--- src/design/demand_page_table_mapper_unit_macros.svh ---
// Assertion macros used by the page table mapper RTL.
`ifndef DEMAND_PAGE_TABLE_MAPPER_UNIT_MACROS_SVH
`define DEMAND_PAGE_TABLE_MAPPER_UNIT_MACROS_SVH
`ifndef NO_ASSERTIONS
`define DPT_ASSERT(label, prop, msg) \
  label: assert property (@(posedge clk_i) disable iff (!rst_ni) (prop)) else $error(msg);
`define DPT_NEVER(label, cond, msg) \
  label: assert property (@(posedge clk_i) disable iff (!rst_ni) !(cond)) else $error(msg);
`else
`define DPT_ASSERT(label, prop, msg)
`define DPT_NEVER(label, cond, msg)
`endif
`endif

--- src/design/dpt_pkg.sv ---
// Types, codes and defaults of the demand page table mapper.
package dpt_pkg;

  localparam int unsigned PoolPagesDef = 64;
  localparam int unsigned PageLimitDef = 16;
  localparam int unsigned TableEntries = 512;
  localparam int unsigned IdxW         = 9;
  localparam int unsigned PageBits     = 12;
  localparam int unsigned AddrW        = 48;

  localparam logic [5:0]  FscMask      = 6'h3f;
  localparam logic [5:0]  FscL3Trans   = 6'h07;
  localparam logic [47:0] PoolBaseRst  = 48'd0;
  localparam logic [63:0] TableFlagRst = 64'd3;
  localparam logic [63:0] PageFlagRst  = 64'd1795;

  typedef enum logic [1:0] {
    CMD_ALLOC = 2'd0,
    CMD_FREE  = 2'd1,
    CMD_MAP   = 2'd2,
    CMD_FAULT = 2'd3
  } dpt_cmd_e;

  typedef enum logic [1:0] {
    ST_OK     = 2'd0,
    ST_LIMIT  = 2'd1,
    ST_NOTTR  = 2'd2,
    ST_NOMEM  = 2'd3
  } dpt_status_e;

  typedef enum logic [1:0] {
    REG_POOL_BASE   = 2'd0,
    REG_TABLE_FLAGS = 2'd1,
    REG_PAGE_FLAGS  = 2'd2
  } dpt_reg_e;

  typedef enum logic [1:0] {
    PURP_CMD,
    PURP_FAULT,
    PURP_ROOT,
    PURP_TABLE
  } dpt_purp_e;

  typedef enum logic [3:0] {
    S_IDLE,
    S_FREE,
    S_SCAN,
    S_ZERO,
    S_MAP_START,
    S_WALK_RD,
    S_WALK_EVAL,
    S_LINK,
    S_LEAF,
    S_RESP
  } dpt_state_e;

  typedef struct packed {
    logic [1:0]  command;
    logic [47:0] virt_addr;
    logic [47:0] phys_addr;
    logic [5:0]  fault_status;
  } dpt_req_t;

  typedef struct packed {
    logic [1:0]  status;
    logic [47:0] page_addr;
  } dpt_res_t;

endpackage

--- src/design/dpt_page_pool.sv ---
// Busy bitmap of the physical page pool.
module dpt_page_pool #(
  parameter int unsigned POOL_PAGES = dpt_pkg::PoolPagesDef,
  parameter int unsigned PW = 6
) (
  input  logic          clk_i,
  input  logic          rst_ni,
  input  logic [PW-1:0] idx_i,
  input  logic          set_i,
  input  logic          clr_i,
  output logic          busy_o
);

  logic [POOL_PAGES-1:0] busy_q;

  always_ff @(posedge clk_i or negedge rst_ni) begin
    if (!rst_ni) begin
      busy_q <= '0;
    end else if (set_i) begin
      busy_q[idx_i] <= 1'b1;
    end else if (clr_i) begin
      busy_q[idx_i] <= 1'b0;
    end
  end

  assign busy_o = busy_q[idx_i];

endmodule

--- config.mk ---
export PLATFORM = sky130hd
export DESIGN_NAME = dpt_page_pool
export DESIGN_NICKNAME = d
export VERILOG_FILES = /design/src/design/demand_page_table_mapper_unit_macros.svh /design/src/design/dpt_pkg.sv /design/src/design/dpt_page_pool.sv
export SDC_FILE = /design/constraint.sdc
export NUM_CORES = 1
export LEC_CHECK = 0
export ABC_AREA = 0
export BUFFER_PORTS_ARGS = -buffer_cell sky130_fd_sc_hd__buf_2
export CAP_MARGIN = 20
export CELL_PAD_IN_SITES_DETAIL_PLACEMENT = 2
export CELL_PAD_IN_SITES_GLOBAL_PLACEMENT = 2
export CORE_UTILIZATION = 46
export DETAILED_ROUTE_END_ITERATION = 10
export GPL_ROUTABILITY_DRIVEN = 0
export PLACE_DENSITY = 0.84
export SLEW_MARGIN = 5
export SYNTH_ARGS = -nofsm -noshare
export SYNTH_HDL_FRONTEND = slang
export SYNTH_SLANG_ARGS = --single-unit
--- constraint.sdc ---
create_clock -name clk_i -period 3.4 [get_ports clk_i]
set_input_delay 0.68 -clock clk_i [delete_from_list [all_inputs] [get_ports clk_i]]
set_output_delay 0.68 -clock clk_i [all_outputs]
set_load 0.01 [all_outputs]
==> After elaboration in Yosys (flattened, before gate mapping) <==
Cells that the tools add are included.
{ "op_classes": {"addsub": 0, "multipliers": 0, "n_div": 0, "n_lt_le_gt_ge": 2, "eq_ne": 0, "shifts": 0, "mux": 6, "bitwise_logic": 3, "n_reduce_logical": 2} }
{ "op_table": {"columns": ["operator", "n"], "rows": [
  ["64-bit 2-to-1 mux", 2],
  ["64-bit AND", 1],
  ["64-bit inverter", 1],
  ["64-bit OR", 1],
  ["6-bit by 7-bit less-than comparator with 1-bit output, second input constant", 1],
  ["1-bit binary-select mux with 6-bit select", 1],
  ["1-bit demux with 6-bit select", 1],
  ["6-bit by 1-bit greater-or-equal comparator with 1-bit output, second input constant", 1],
  ["1-bit 2-to-1 mux", 2],
  ["2-bit nonzero test", 1],
  ["1-bit logical AND", 1]
]} }
{ "totals": {"register_bits": 64, "latch_bits": 0, "ram_bits": 0, "romBits": 0, "inputBits": 10, "out_inout_bits": 1, "wordCells": 14, "memories": 0} }

==> Depth between registers and ports, before layout <==
Gate-level depths: netlist (run 1).
{ "depth": {"word_depth": 8, "depth_mapped": 7, "ltp_nobuf": 5} }

==> Worst setup path after synthesis (run 1) <==
OpenSTA, ideal clock, no wires.
{ "synth_path": {"path_type": "input -> output", "startpoint": "in idx_i[0]", "endpoint": "out busy_o", "t_arrival_ns": 1.826, "required_time_ns": 2.720, "path_slack_ns": 0.894, "stages": 6, "cell_sequence": "buf_2 mux4_2 mux2i_1 o22ai_1 nor2_1 nand4_1"} }
{ "synth_between": {"elab_chain_len": 2} }
{ "synth_lines": {"columns": ["element", "line", "text"], "rows": [
  ["start: declaration", "dpt_page_pool.sv:8", "input logic [PW-1:0] idx_i,"],
  ["1-bit binary-select mux with 6-bit select", "dpt_page_pool.sv:26", "assign busy_o = busy_q[idx_i];"],
  ["1-bit 2-to-1 mux (not written as such)", "dpt_page_pool.sv:26", null],
  ["end: declaration", "dpt_page_pool.sv:11", "output logic busy_o"]
]} }
Every way passes these cells. The select of a mux whose other input is x is not followed.

==> Worst setup path in the final report (run 1) <==
{ "layout_path": {"startpoint": "in idx_i[1]", "endpoint": "out busy_o"} }
Same word-level chain as after synthesis.

==> results of run 1 <==
through the flow:
step | cell area, sq um | instances
2_1_floorplan | 3410 | 287
3_3_place_gp | 3500 | 382
3_5_place_dp | 3500 | 382
4_1_cts | 3690 | 397
5_1_grt | 3690 | 397
6_report | 3690 | 397
final timing paths:
kind / from / end / slack (ns) / depth (start not counted)
worst max-delay path: idx_i[1] / busy_o / 0.25 / 7
worst min-delay path: rst_ni / async pin / 0.39 / 1
worst max register to register: flip-flop / flip-flop / 2.60 / 1
worst min register to register: flip-flop / flip-flop / 0.51 / 1
max in group asynchronous: rst_ni / async pin / 2.20 / 2
min in group clk_i: flip-flop / flip-flop / 0.51 / 1
layout make-up:
cell class / count / share of cell area
tap: 99 / 0.0336
timing repair buffer: 17 / 0.0278
multi-input combinational: 202 / 0.454
clock buffer: 11 / 0.0383
clock inverter: 4 / 0.0122
sequential: 64 / 0.434
report_power, final:
part | leakage (nW) | internal, mW | switching, mW | total (mW)
combinational | 0.669 | 0.182 | 0.157 | 0.338
sequential | 0.833 | 0.894 | 0.0800 | 0.974
clock | 0.0989 | 0.351 | 0.305 | 0.656
total | 1.60 | 1.43 | 0.541 | 1.97
cell families after synthesis:
family / share of synthesized area
flops: 0.470
simple gates: 0.144
compound gates: 0.0268
mux: 0.321
buf+inv: 0.0382
routing by layer:
layer,up-vias,GRT usage
li1,1025,-
met1,1252,0.347
met2,32,0.443
met3,15,0.0613
met4,0,0.0792
met5,-,0
cell usage in the layout, fill, tap and decap left out, drive strengths merged:
| cell type | count |
|---|---|
| bufinv | 1 |
| nor3 | 2 |
| nor2b | 4 |
| clkinv | 3 |
| a222oi | 1 |
| nand2 | 11 |
| nand3 | 4 |
| a221oi | 1 |
| nor2 | 64 |
| and3 | 1 |
| and2b | 1 |
| or3 | 1 |
| mux2 | 66 |
| nor4 | 5 |
| a21oi | 2 |
| or3b | 2 |
| buf | 17 |
| nand3b | 6 |
| a22oi | 1 |
| o21bai | 2 |
| clkbuf | 11 |
| o21ai | 3 |
| o22ai | 2 |
| dfrtp | 64 |
| mux2i | 10 |
| a2bb2oi | 1 |
| mux4 | 11 |
| nand4 | 1 |
==> flow_metrics.env, run 1 <==
export IMPL_yosysTopAreaCellShare=0.470
export IMPL_synth_edf_count=0
export IMPL_clockBufferDepth=2
export IMPL_critPathKind="in2out"
export IMPL_skew_ns=0
export IMPL_postCtsResizedCells=0
export IMPL_fp_dieW_um=88.1
export IMPL_clock_root_buffer="clkbuf_8"
export IMPL_cts_setup_buffers=0
export IMPL_synth_top_area_cell="dfrtp_1"
export IMPL_synth_common_cells="dfrtp_1, nor2_1, mux2_2, mux4_2, nand2_1"
export IMPL_cap_viol_max_count=0
export IMPL_synthesis_nets=297
export IMPL_max_slew_worst_pin_slew_ns=0.768
export IMPL_ys_ff_latch=64
export IMPL_rsz0062_at_grt="false"
export IMPL_p_per_area_nw_per_um2=533
export IMPL_nNetsFinal=304
export IMPL_layout_area_seq_sq_um=1600
export IMPL_initialDrtViolationCount=86
export IMPL_start_kind="input port"
export IMPL_cpMaxStageDelayCell="mux4_2"
export IMPL_wl_per_cell_um=23.5
export IMPL_layout_drive_gt1_share=0.369
export IMPL_drt_pass1_iter_count=4
export IMPL_ios=11
export IMPL_ys_warnings_count=0
export IMPL_antenna_found_initial=0
export IMPL_cp_slowest_stage_delay_ns=0.58
export IMPL_hold_viol_final=0
export IMPL_crit_chain="buf_2, mux4_2, mux2i_1, o22ai_1, nor2_1, nand4_1, buf_2"
export IMPL_antenna_cells=0
export IMPL_core_area_sq_um=7210
export IMPL_grt_pass1_vias=2528
export IMPL_netlist_area_sq_um=3410
export IMPL_post_route_min_period_ns=3.15
export IMPL_synth_cells=287
export IMPL_status="finished clean"
export IMPL_clkTransAtPathRegs_ns=0.07
export IMPL_met2_length_um=4770
export IMPL_crit_fanout=19
export IMPL_path_buf_inv=2
export IMPL_fin_crit_sh=0.927
export IMPL_yosysSeqAreaShare=0.470
export IMPL_hold_path_class="in2async"
export IMPL_clkSinkCount=64
export IMPL_h_tree_depth=3
export IMPL_cts_made_buffers=9
export IMPL_syn_area_per_cell_sq_um=11.9
export IMPL_dr_total_vias=2324
export IMPL_setup_violations=0
export IMPL_setup_tns_ns=0
export IMPL_io_buffers=10
export IMPL_leakage_nw=1.60
export IMPL_post_route_util=0.512
export IMPL_vias_per_cell=5.85
export IMPL_crit_top_cell="buf_2"
export IMPL_ant_nets=0
export IMPL_rows=31
export IMPL_drv_slew=0
export IMPL_power_mw=1.97
export IMPL_die_h_um=88.1
export IMPL_crit_required_ns=2.72
export IMPL_drc_errors=0
export IMPL_cts_tree="yes"
export IMPL_wl_um=9340
export IMPL_max_freq_mhz=317
export IMPL_grt_ovfl_total=0
export IMPL_setup_slack_ns=0.248
export IMPL_met1_length_um=4140
export IMPL_place_ws_ns=0.255
export IMPL_ys_flop_type="dfrtp_1"
export IMPL_synthDistinctLibCells=34
export IMPL_area_growth_pct=8.30
export IMPL_fin_hold_ws_ns=0.388
export IMPL_die_area_sq_um=7760
export IMPL_multi_input_area_sq_um=1680
export IMPL_start_util=0.472
export IMPL_track_usage=0.266
export IMPL_ctsHoldBuffers=0
export IMPL_routed_wl_met3_um=289
export IMPL_end_kind="output pin"
export IMPL_max_slew_margin=0.488
export IMPL_cp_top_family="multiplexers"
export IMPL_fillerInstances=714
export IMPL_grt_max_degree=48
export IMPL_ir_drop_mv=0.253
export IMPL_crit_arrival_ns=2.47
export IMPL_clock_latency_ns=0.35
export IMPL_grt_pass1_wl_um=14600
export IMPL_hpwl_um=6140
export IMPL_topRoutingLayerUsed="met4"
export IMPL_synth_area_leaders="dfrtp_1, mux2_2, mux4_2, nor2_1, mux2i_1"
export IMPL_async_flop_share=1.00
No activity file was read; power rests on OpenSTA's default activity.
==> run 2, diff against run 1 <==
--- a/config.mk
+++ b/config.mk
@@ -10,10 +10,10 @@
 export CAP_MARGIN = 20
 export CELL_PAD_IN_SITES_DETAIL_PLACEMENT = 2
 export CELL_PAD_IN_SITES_GLOBAL_PLACEMENT = 2
-export CORE_UTILIZATION = 46
+export CORE_UTILIZATION = 39
 export DETAILED_ROUTE_END_ITERATION = 10
 export GPL_ROUTABILITY_DRIVEN = 0
-export PLACE_DENSITY = 0.84
+export PLACE_DENSITY = 0.76
 export SLEW_MARGIN = 5
 export SYNTH_ARGS = -nofsm -noshare
 export SYNTH_HDL_FRONTEND = slang
==> constraint.sdc (replaced) <==
create_clock -name clk_i -period 2.7 [get_ports clk_i]
set_input_delay 0.54 -clock clk_i [delete_from_list [all_inputs] [get_ports clk_i]]
set_output_delay 0.54 -clock clk_i [all_outputs]
set_load 0.01 [all_outputs]
==> flow_metrics.env, run 2 (synthesis gave the netlist of run 1 again) <==
export IMPL_setup_slack_ns=0.0858
export IMPL_cpMaxStageDelayCell="mux4_2"
export IMPL_max_freq_mhz=383
export IMPL_clock_latency_ns=0.35
export IMPL_fin_hold_ws_ns=0.269
export IMPL_setup_violations=0
export IMPL_area_growth_pct=12.1
export IMPL_end_kind="output pin"
export IMPL_cts_setup_buffers=0
export IMPL_hpwl_um=5850
export IMPL_cap_viol_max_count=0
export IMPL_max_slew_margin=0.473
export IMPL_core_area_sq_um=8340
export IMPL_cp_slowest_stage_delay_ns=0.53
export IMPL_clkSinkCount=64
export IMPL_crit_arrival_ns=2.07
export IMPL_die_area_sq_um=9120
export IMPL_ff2ff_path_depth=1
export IMPL_grt_pass1_wl_um=14700
export IMPL_cts_tree="yes"
export IMPL_ir_drop_mv=0.242
export IMPL_crit_required_ns=2.16
export IMPL_start_kind="input port"
export IMPL_cp_depth=7
export IMPL_post_route_util=0.458
export IMPL_fillerInstances=867
export IMPL_ant_nets=0
export IMPL_grt_pass1_vias=2603
export IMPL_skew_ns=0
export IMPL_place_ws_ns=-0.118
export IMPL_final_cell_mix="nor2_1, dfrtp_1, mux2_2"
export IMPL_grt_ovfl_total=0
export IMPL_vias_per_cell=5.59
export IMPL_post_route_min_period_ns=2.61
export IMPL_clkTransAtPathRegs_ns=0.07
export IMPL_drt_pass1_iter_count=4
export IMPL_dr_total_vias=2305
export IMPL_crit_fanout=12
export IMPL_crit_path_end="busy_o"
export IMPL_max_slew_worst_pin_slew_ns=0.791
export IMPL_instances_no_fill=412
export IMPL_hold_path_class="in2async"
export IMPL_dp_cells=397
export IMPL_grt_max_degree=52
export IMPL_timing_reg2reg_setup_slack_ns=1.92
export IMPL_track_usage=0.226
export IMPL_path_buf_inv=2
export IMPL_clockBufferDepth=2
export IMPL_io_buffers=10
export IMPL_drc_errors=0
export IMPL_wl_per_cell_um=21.8
export IMPL_hold_viol_final=0
export IMPL_leakage_nw=1.65
export IMPL_initialDrtViolationCount=67
export IMPL_drv_slew=0
export IMPL_antenna_found_initial=0
export IMPL_fp_dieW_um=95.5
export IMPL_nNetsFinal=313
export IMPL_critPathLaunch="idx_i[1]"
export IMPL_antenna_cells=0
export IMPL_ios=11
export IMPL_p_per_area_nw_per_um2=666
export IMPL_wl_um=8970
export IMPL_crit_chain="buf_6, mux4_2, mux2i_2, o22ai_1, nor2_1, nand4_1, buf_2"
export IMPL_critPathKind="in2out"
export IMPL_layout_drive_gt1_share=0.388
export IMPL_cp_top_family="multiplexers"
export IMPL_status="finished clean"
export IMPL_rows=33
export IMPL_h_tree_depth=3
export IMPL_fin_crit_sh=0.968
export IMPL_start_util=0.409
export IMPL_cts_made_buffers=9
export IMPL_power_mw=2.55
export IMPL_clock_root_buffer="clkbuf_8"
export IMPL_die_h_um=95.5
-- run 2: changes by cell type in the layout (fill, tap and decap cells not counted), sizes merged --
cell,previous run,this run
clkinv,3,0
clkbuf,11,13
clkinvlp,0,1
buf,17,25
bufinv,1,2
-- run 2: worst min-delay path by stage --
stage              start        end  slack [ns]  cells after the start
6_report          rst_ni  async pin        0.27                      1
3_3_place_gp   flip-flop  flip-flop        0.48                      1
5_1_grt           rst_ni  async pin        0.33                      1
2_1_floorplan     rst_ni  async pin        0.24                      0
3_5_place_dp   flip-flop  flip-flop        0.48                      1
4_1_cts           rst_ni  async pin        0.29                      1
-- run 2: power breakdown --
part           internal, mW  total [mW]  leakage (nW)  switching (mW)
clock network         0.516       0.893        0.0967           0.377
logic                 0.242       0.434         0.720           0.193
registers              1.13        1.22         0.833          0.0916
total                  1.88        2.55          1.65           0.661
-- run 2: area by class of cell --
cell class                      count  area, sq um  area share
Clock buffer                       12          135      0.0354
Clock inverter                      3         67.6      0.0177
Multi-Input combinational cell    202         1690       0.442
Sequential cell                    64         1600       0.419
Tap cell                          105          131      0.0344
Timing Repair Buffer               26          198      0.0518
-- run 2: per-layer routing --
metal	share of wire	global-route usage
met2	0.50	0.382
met5	0	0
met3	0.031	0.0510
met4	0.020	0.0945
met1	0.45	0.279
-- run 2: stage by stage --
stage	instance area, sq um	setup TNS (ns)
4_1_cts	3800	0
5_1_grt	3820	-0.0183
3_5_place_dp	3590	-0.118
3_3_place_gp	3590	-0.0235
6_report	3820	0
2_1_floorplan	3410	0
-- run 2: what timing repair did --
action | 4_1_cts | 5_1_grt
resized for setup | 2 | 5
hold buffers | 0 | 0
endpoints found under the hold margin | 0 | 0
endpoints found under the setup margin | 1 | 1
==> run 3, diff against run 2 <==
==> constraint.sdc (replaced) <==
create_clock -name clk_i -period 2.7 [get_ports clk_i]
set_input_delay 0.135 -clock clk_i [delete_from_list [all_inputs] [get_ports clk_i]]
set_output_delay 0.135 -clock clk_i [all_outputs]
set_load 0.01 [all_outputs]
==> flow_metrics.env, run 3 (synthesis gave the netlist of run 1 again) <==
export IMPL_ir_drop_mv=0.334
export IMPL_antenna_found_initial=0
export IMPL_grt_pass1_wl_um=14300
export IMPL_grt_ovfl_total=0
export IMPL_nNetsFinal=305
export IMPL_dr_total_vias=2252
export IMPL_rsz0062_at_grt="false"
export IMPL_cts_tree="yes"
export IMPL_crit_required_ns=2.57
export IMPL_crit_top_cell="buf_2"
export IMPL_power_mw=2.48
export IMPL_area_growth_pct=9.54
export IMPL_clock_latency_ns=0.34
export IMPL_initialDrtViolationCount=106
export IMPL_max_slew_margin=0.456
export IMPL_leakage_nw=1.61
export IMPL_start_kind="input port"
export IMPL_ant_nets=0
export IMPL_clkSinkCount=64
export IMPL_crit_path_end="busy_o"
export IMPL_final_cell_mix="nor2_1, dfrtp_1, mux2_2"
export IMPL_fp_dieW_um=95.5
export IMPL_ios=11
export IMPL_layout_drive_gt1_share=0.367
export IMPL_drv_slew=0
export IMPL_cap_viol_max_count=0
export IMPL_drc_errors=0
export IMPL_fin_crit_sh=0.848
export IMPL_wl_um=8520
export IMPL_skew_ns=0
export IMPL_cpMaxStageDelayCell="mux4_2"
export IMPL_max_freq_mhz=437
export IMPL_hold_path_class="in2async"
export IMPL_clockBufferDepth=2
export IMPL_drt_pass1_iter_count=4
export IMPL_hold_viol_final=0
export IMPL_timing_reg2reg_setup_slack_ns=1.91
export IMPL_wl_per_cell_um=21.0
export IMPL_rows=33
export IMPL_setup_tns_ns=0
export IMPL_layout_area_seq_sq_um=1600
export IMPL_io_buffers=10
export IMPL_p_per_area_nw_per_um2=664
export IMPL_status="finished clean"
export IMPL_grt_pass1_vias=2535
export IMPL_clock_root_buffer="clkbuf_8"
export IMPL_crit_fanout=27
export IMPL_die_area_sq_um=9120
export IMPL_ff2ff_path_depth=1
export IMPL_track_usage=0.218
export IMPL_critPathKind="in2out"
export IMPL_start_util=0.409
export IMPL_fillerInstances=861
export IMPL_cts_setup_buffers=0
export IMPL_multi_input_area_sq_um=1680
export IMPL_antenna_cells=0
export IMPL_cts_made_buffers=9
export IMPL_setup_violations=0
export IMPL_max_slew_worst_pin_slew_ns=0.816
export IMPL_h_tree_depth=3
export IMPL_clkTransAtPathRegs_ns=0.07
export IMPL_hpwl_um=5530
export IMPL_end_kind="output pin"
export IMPL_core_area_sq_um=8340
export IMPL_critPathLaunch="idx_i[1]"
export IMPL_cp_slowest_stage_delay_ns=0.60
export IMPL_grt_max_degree=62
export IMPL_crit_arrival_ns=2.15
export IMPL_die_h_um=95.5
export IMPL_crit_chain="buf_2, mux4_2, mux2i_1, o22ai_1, nor2_1, nand4_1, buf_2"
export IMPL_vias_per_cell=5.56
export IMPL_post_route_min_period_ns=2.29
==> run 3: worst max-delay path: cells and delay by family <==
kind                   cells  cell delay (ns)
muxes                      2             0.79
and+or+nand+nor            2             0.36
AOI/OAI and AO/OA          1             0.10
buffers and inverters      2             0.76
==> run 3: final cells by class <==
| cell class | instances | area share |
|---|---|---|
| multi-input combinational | 202 | 0.449 |
| sequential | 64 | 0.429 |
| clock buffer | 13 | 0.0426 |
| tap | 105 | 0.0352 |
| timing repair buffer | 18 | 0.0335 |
| clock inverter | 3 | 0.0107 |
==> run 3: how the worst min path moves through the flow <==
stage | start | to | slack, ns | depth (start not counted)
2_1_floorplan | rst_ni | async pin | -0.16 | 0
3_3_place_gp | rst_ni | async pin | 0.36 | 1
3_5_place_dp | rst_ni | async pin | 0.36 | 1
4_1_cts | set_i | flip-flop | 0.14 | 2
5_1_grt | set_i | flip-flop | 0.15 | 2
6_report | rst_ni | async pin | 0.16 | 2
==> run 3: routing by layer <==
layer,up-vias,global-route usage,share of wire
met5,-,0,0
met4,0,0.0634,0.012
met3,9,0.0455,0.019
met2,14,0.357,0.48
met1,1189,0.292,0.49
li1,1040,-,-
==> run 3: report_power, final <==
part | internal, mW | switching, mW | leakage, nW
Clock | 0.475 | 0.371 | 0.103
Sequential | 1.13 | 0.0898 | 0.833
Combinational | 0.231 | 0.187 | 0.677
Total | 1.83 | 0.648 | 1.61
==> run 3: per-stage QoR <==
step / hold WS, ns / cells / instance area, sq um / utilization / worst slack (ns)
CTS: 0.142 / 404 / 3710 / 0.445 / 0.395
global placement: 0.356 / 387 / 3500 / 0.420 / 0.522
floorplan: -0.161 / 287 / 3410 / - / 1.27
finish: 0.158 / 405 / 3730 / 0.448 / 0.410
global route: 0.149 / 405 / 3730 / 0.448 / 0.309
detailed placement: 0.360 / 387 / 3500 / 0.420 / 0.400
==> run 3: timing repair <==
action,4_1_cts,5_1_grt
gates resized for setup,0,0
endpoints found under the hold margin,37,0
hold buffers,1,0
